**config.mk**
```make
export PLATFORM = sky130hd
export DESIGN_NAME = stf_ctrl
export DESIGN_NICKNAME = d
export VERILOG_FILES = /design/src/rtl/core/stf_pkg.sv /design/src/rtl/core/stf_ctrl.sv
export SDC_FILE = /design/constraint.sdc
export NUM_CORES = 1
export LEC_CHECK = 0
export ABC_AREA = 1
export BUFFER_PORTS_ARGS = -buffer_cell sky130_fd_sc_hd__clkbuf_2
export CORE_AREA = 2 2 39 41
export CTS_CLUSTER_DIAMETER = 30
export DETAILED_ROUTE_END_ITERATION = 8
export DIE_AREA = 0 0 41 43
export GPL_TIMING_DRIVEN = 0
export HOLD_SLACK_MARGIN = 0.1
export MAX_ROUTING_LAYER = met4
export PLACE_DENSITY = 0.65
export SYNTH_ARGS = -nofsm -noshare
export SYNTH_HDL_FRONTEND = slang
export SYNTH_SLANG_ARGS = --single-unit
export TNS_END_PERCENT = 1
```
**constraint.sdc**
```tcl
create_clock -name clk -period 2.2 [get_ports clk]
set_input_delay 0.44 -clock clk [delete_from_list [all_inputs] [get_ports clk]]
set_output_delay 0.44 -clock clk [all_outputs]
set_load 0.02 [all_outputs]
```
**src/rtl/core/stf_pkg.sv**
```systemverilog
// Package for the segment tree range fold block: sizes, codes, node type and combine rules.
// No dependencies; imported by every module of the block but the generic RAM stf_ram.
`timescale 1ns / 1ps

package stf_pkg;

    localparam int MAX_LEAVES  = 1024;
    localparam int LEAF_CNT_W  = $clog2(MAX_LEAVES + 1);
    localparam int POS_W       = $clog2(MAX_LEAVES);
    localparam int NODE_DEPTH  = 2 * MAX_LEAVES;
    localparam int NODE_ADDR_W = $clog2(NODE_DEPTH);
    localparam int SPAN_W      = NODE_ADDR_W + 1;
    localparam int VALUE_W     = 64;
    localparam int TAG_W       = 11;
    localparam int LEAF_TAG_W  = 10;
    localparam int MODE_W      = 2;
    localparam int CFG_IDX_W   = 1;
    localparam int CFG_DATA_W  = 11;
    localparam int NODE_W      = VALUE_W + TAG_W;

    localparam logic [TAG_W-1:0] NO_TAG = '1;

    typedef enum logic [MODE_W-1:0] {
        MODE_SUM     = 2'd0,
        MODE_MIN     = 2'd1,
        MODE_MAX     = 2'd2,
        MODE_MIN_TAG = 2'd3
    } mode_t;

    typedef enum logic [CFG_IDX_W-1:0] {
        CFG_MODE   = 1'b0,
        CFG_LEAVES = 1'b1
    } cfg_idx_t;

    typedef struct packed {
        logic [VALUE_W-1:0] value;
        logic [TAG_W-1:0]   tag;
    } node_t;

    // Commands from the controller to the datapath.
    typedef struct packed {
        logic clr_step;
        logic load;
        logic upd_leaf;
        logic upd_step;
        logic qry_step;
        logic qry_fin;
    } cmd_t;

    // Status from the datapath to the controller.
    typedef struct packed {
        logic clr_last;
        logic item_err;
        logic leaf_is_root;
        logic parent_is_root;
        logic qry_end;
    } sts_t;

    function automatic node_t identity_node(input mode_t mode);
        node_t o;
        o.tag = NO_TAG;
        unique case (mode)
            MODE_SUM:     o.value = '0;
            MODE_MAX:     o.value = {1'b1, {(VALUE_W-1){1'b0}}};
            MODE_MIN,
            MODE_MIN_TAG: o.value = {1'b0, {(VALUE_W-1){1'b1}}};
            default:      o.value = '0;
        endcase
        return o;
    endfunction

    // Combines a left operand with a right operand; ties in the tagged minimum go right.
    function automatic node_t combine(input mode_t mode, input node_t a, input node_t b);
        node_t o;
        logic  a_lt_b;
        logic  b_lt_a;
        a_lt_b  = $signed(a.value) < $signed(b.value);
        b_lt_a  = $signed(b.value) < $signed(a.value);
        o.value = a.value;
        o.tag   = NO_TAG;
        unique case (mode)
            MODE_SUM:     o.value = a.value + b.value;
            MODE_MIN:     o.value = b_lt_a ? b.value : a.value;
            MODE_MAX:     o.value = a_lt_b ? b.value : a.value;
            MODE_MIN_TAG: o = a_lt_b ? a : b;
            default:      o.value = a.value;
        endcase
        return o;
    endfunction

endpackage

```
**src/rtl/core/stf_ctrl.sv**
```systemverilog
// Controller of the range fold block: sequences the clear pass, updates and queries.
// Depends on stf_pkg for the command and status structs.
`timescale 1ns / 1ps

module stf_ctrl (
    input  logic          clk,
    input  logic          rst_n,
    input  logic          start,
    input  logic          op,
    input  logic          cfg_we,
    input  stf_pkg::sts_t sts,
    output stf_pkg::cmd_t cmd,
    output logic          busy,
    output logic          done
);

    import stf_pkg::*;

    typedef enum logic [6:0] {
        S_CLEAR    = 7'b0000001,
        S_IDLE     = 7'b0000010,
        S_UPD_LEAF = 7'b0000100,
        S_UPD_LVL  = 7'b0001000,
        S_QRY_LVL  = 7'b0010000,
        S_QRY_FIN  = 7'b0100000,
        S_RESP     = 7'b1000000
    } state_t;

    state_t state_reg;
    state_t state_next;

    always_comb
    begin
        state_next = state_reg;
        cmd        = '0;
        unique case (state_reg)
            S_CLEAR:
            begin
                cmd.clr_step = 1'b1;
                if (sts.clr_last)
                begin
                    state_next = S_IDLE;
                end
            end
            S_IDLE:
            begin
                if (start)
                begin
                    cmd.load = 1'b1;
                    if (sts.item_err)
                    begin
                        state_next = S_RESP;
                    end
                    else if (op)
                    begin
                        state_next = S_QRY_LVL;
                    end
                    else
                    begin
                        state_next = S_UPD_LEAF;
                    end
                end
            end
            S_UPD_LEAF:
            begin
                cmd.upd_leaf = 1'b1;
                state_next   = sts.leaf_is_root ? S_RESP : S_UPD_LVL;
            end
            S_UPD_LVL:
            begin
                cmd.upd_step = 1'b1;
                if (sts.parent_is_root)
                begin
                    state_next = S_RESP;
                end
            end
            S_QRY_LVL:
            begin
                cmd.qry_step = 1'b1;
                if (sts.qry_end)
                begin
                    state_next = S_QRY_FIN;
                end
            end
            S_QRY_FIN:
            begin
                cmd.qry_fin = 1'b1;
                state_next  = S_RESP;
            end
            S_RESP:
            begin
                state_next = S_IDLE;
            end
            default:
            begin
                state_next = S_CLEAR;
            end
        endcase
        // A register write starts a fresh clear pass from any state.
        if (cfg_we)
        begin
            state_next = S_CLEAR;
            cmd.load   = 1'b0;
        end
    end

    always_ff @(posedge clk or negedge rst_n)
    begin
        if (!rst_n)
        begin
            state_reg <= S_CLEAR;
        end
        else
        begin
            state_reg <= state_next;
        end
    end

    assign busy = (state_reg != S_IDLE) || cfg_we;
    assign done = (state_reg == S_RESP);

endmodule

```
==> impl_metrics.ini <==
[critical_path]
slowest_delay_ps = 390
cp-start-kind = register
crit_arrival_ps = 1520
cp.required_ps = 1760
endpoint_kind = output pin
crit_type = register to output pin
cp_top_family = simple AND/OR/NAND/NOR gates
crit_slowest_cell = dfrtp_1
critPathMaxFanout = 7
path_cells = inv_1 -> nand2_2 -> nor2_4 -> nand2_2 -> nor2_2 -> inv_1 -> nor2_1 -> clkbuf_2
path_buf_inv = 3

[synth]
yosys.area.top_type_share_pct = 29.2
netlist_area_um2 = 514
ys_seq_elements = 7
yosysTopAreaCell = dfrtp_1
yosysSeqAreaShare_pct = 34.3
ys.warnings.count = 0
ys_top_cells_by_area = dfrtp_1, nand2_1, inv_1, nor2_1, nand3_1
synthCells = 84
syn_nets = 94
synth.distinct_cells = 16
syn_area_per_cell_um2 = 6.12

[timing]
rsz0062_at_grt = no
fin_tns_setup_ps = 0
finalSetupViolations = 0
finalCriticalPeriod_ps = 1960
worstMarginPinSlew_ps = 194
hold_violations = 0
fin_crit_sh_pct = 89.2
relSlewSlack_pct = 87.0
clock-skew-final_ps = 0.508
fmax_mhz = 510
slew_viol_final = 0

[clock_tree]
clockBufferDepth = 2
cts_num_sinks = 7
cts_buffers = 3
clk_pin_slew_worst_paths_ps = 50
h-tree-depth = 1
clock-root-buffer = clkbuf_4
cts_tree = done
clk_latency_ps = 250
cts_setup_buffers = 0

[layout]
nets = 116
largest_reg_flops = 7
areaGrowthSynthToFinish_pct = 26.5
utilization_pct = 47.0
n_fill_cell = 145
diodes = 0
multi_input_area_um2 = 265
drive_gt1_share_pct = 27.6
final-seq-area_um2 = 176

[power_and_ir_drop]
p_leak_nw = 0.408
peakVddDrop_v = 0.000274
cellPowerDensity_mw_per_mm2 = 630
p_int_mw = 0.263
power_switching_mw = 0.147
clock_power_share_pct = 27.9
switching_share_pct = 35.9
p_seq_share_pct = 36.9
combPwrFrac_pct = 35.2

[route]
drc_errors = 0
via_count = 546
wirelength_um = 1110
vias_per_cell = 4.51
wl_per_cell_um = 9.18
drtIter0Drc = 4
antenna_left = 0
drt-pass1-iter-count = 4

[global_route]
antenna_found_initial = 0
track_usage_pct = 15.9
grt_pass1_wl_um = 1790
grt_pass1_vias = 468
grt_overflow_total = 0
grt_max_degree = 9

[run]
cap_violations = 0

[floorplanning]
die_h_um = 43
rows = 14
start_util_pct = 37.2
design.core.area_mm2 = 0.00138
num_io_pins = 18
die_area_mm2 = 0.00176
die_w_um = 41

[place]
place_congestion = 0.894
post-dp-hpwl_um = 944
port_buffers = 16

[status]
status = completed

[worst_hold_path]
hp-class = primary input to register
[cell families (layout without fill, tap and decap cells)]
kind of cell / Yosys count / after routing / synth area share, %
simple gates: 56 / 56 / 49.1
buf+inv: 19 / 40 / 14.1
flops: 7 / 7 / 34.3
compound gates: 2 / 2 / 2.43
[power groups by stage]
stage / clock network, mW / registers [mW] / logic [mW]
2_1_floorplan: 0 / 0.152 / 0.106
3_5_place_dp: 0 / 0.153 / 0.143
3_3_place_gp: 0 / 0.153 / 0.141
6_report: 0.114 / 0.151 / 0.144
4_1_cts: 0.121 / 0.151 / 0.145
5_1_grt: 0.128 / 0.152 / 0.169
[final cells by class]
cell class / instances / share of cell area (%)
Clock buffer: 4 / 4.04
Timing Repair Buffer: 17 / 13.8
Multi-Input combinational cell: 58 / 40.8
Sequential cell: 7 / 27.1
Tap cell: 16 / 3.08
Buffer: 1 / 0.769
Inverter: 18 / 10.4
[cell usage in the layout (no fill, tap or decap), drive strengths merged]
| cell type | n |
|---|---|
| buf | 1 |
| clkbuf | 20 |
| dfrtp | 6 |
| dfstp | 1 |
| dlygate4sd3 | 1 |
| inv | 18 |
| nand2 | 25 |
| nand3 | 8 |
| nor2 | 19 |
| nor3 | 3 |
| nor3b | 1 |
| o21ai | 1 |
| o31ai | 1 |
[final timing paths]
| kind | startpoint | cells past startpoint | to | slack [ps] |
|---|---|---|---|---|
| worst min register to register | state_reg[0]$_DFFE_PN1P_ | 4 | state_reg[0]$_DFFE_PN1P_ | 650 |
| max in group asynchronous | rst_n | 2 | state_reg[0]$_DFFE_PN1P_ | 1410 |
| worst max-delay path | state_reg[4]$_DFFE_PN0P_ | 8 | cmd[4] | 240 |
| min in group asynchronous | rst_n | 2 | state_reg[5]$_DFFE_PN0P_ | 560 |
| worst min-delay path | op | 2 | state_reg[2]$_DFFE_PN0P_ | 370 |
| worst max register to register | state_reg[0]$_DFFE_PN1P_ | 8 | state_reg[2]$_DFFE_PN0P_ | 850 |
[metal layers]
| metal | wire, um | global-route usage (%) |
|---|---|---|
| met4 | 26 | 12.0 |
| met5 | 0 | - |
| met2 | 519 | 23.4 |
| met1 | 513 | 18.9 |
| met3 | 52 | 1.57 |
[what timing repair did]
item | CTS | global route
hold buffers | 1 | 0
hold endpoints to repair | 6 | 0
gates resized for setup | 0 | 0
[cells in the mapped netlist (all sizes together)]
library cell / instances
o21ai: 1
dfstp: 1
nand2: 25
buf: 1
dfrtp: 6
nor3b: 1
nand3: 8
o31ai: 1
nor3: 3
inv: 18
nor2: 19
[stage by stage]
stage	total power, mW	hold slack, ps	setup WS (ps)	instance area [um^2]	cells
global placement	0.294	282	522	614	116
floorplan	0.258	144	470	514	84
detailed placement	0.297	283	491	614	116
global route	0.449	375	91.3	651	121
finish	0.410	373	238	651	121
CTS	0.417	366	214	651	121
Power figures use the tool's default switching activity.
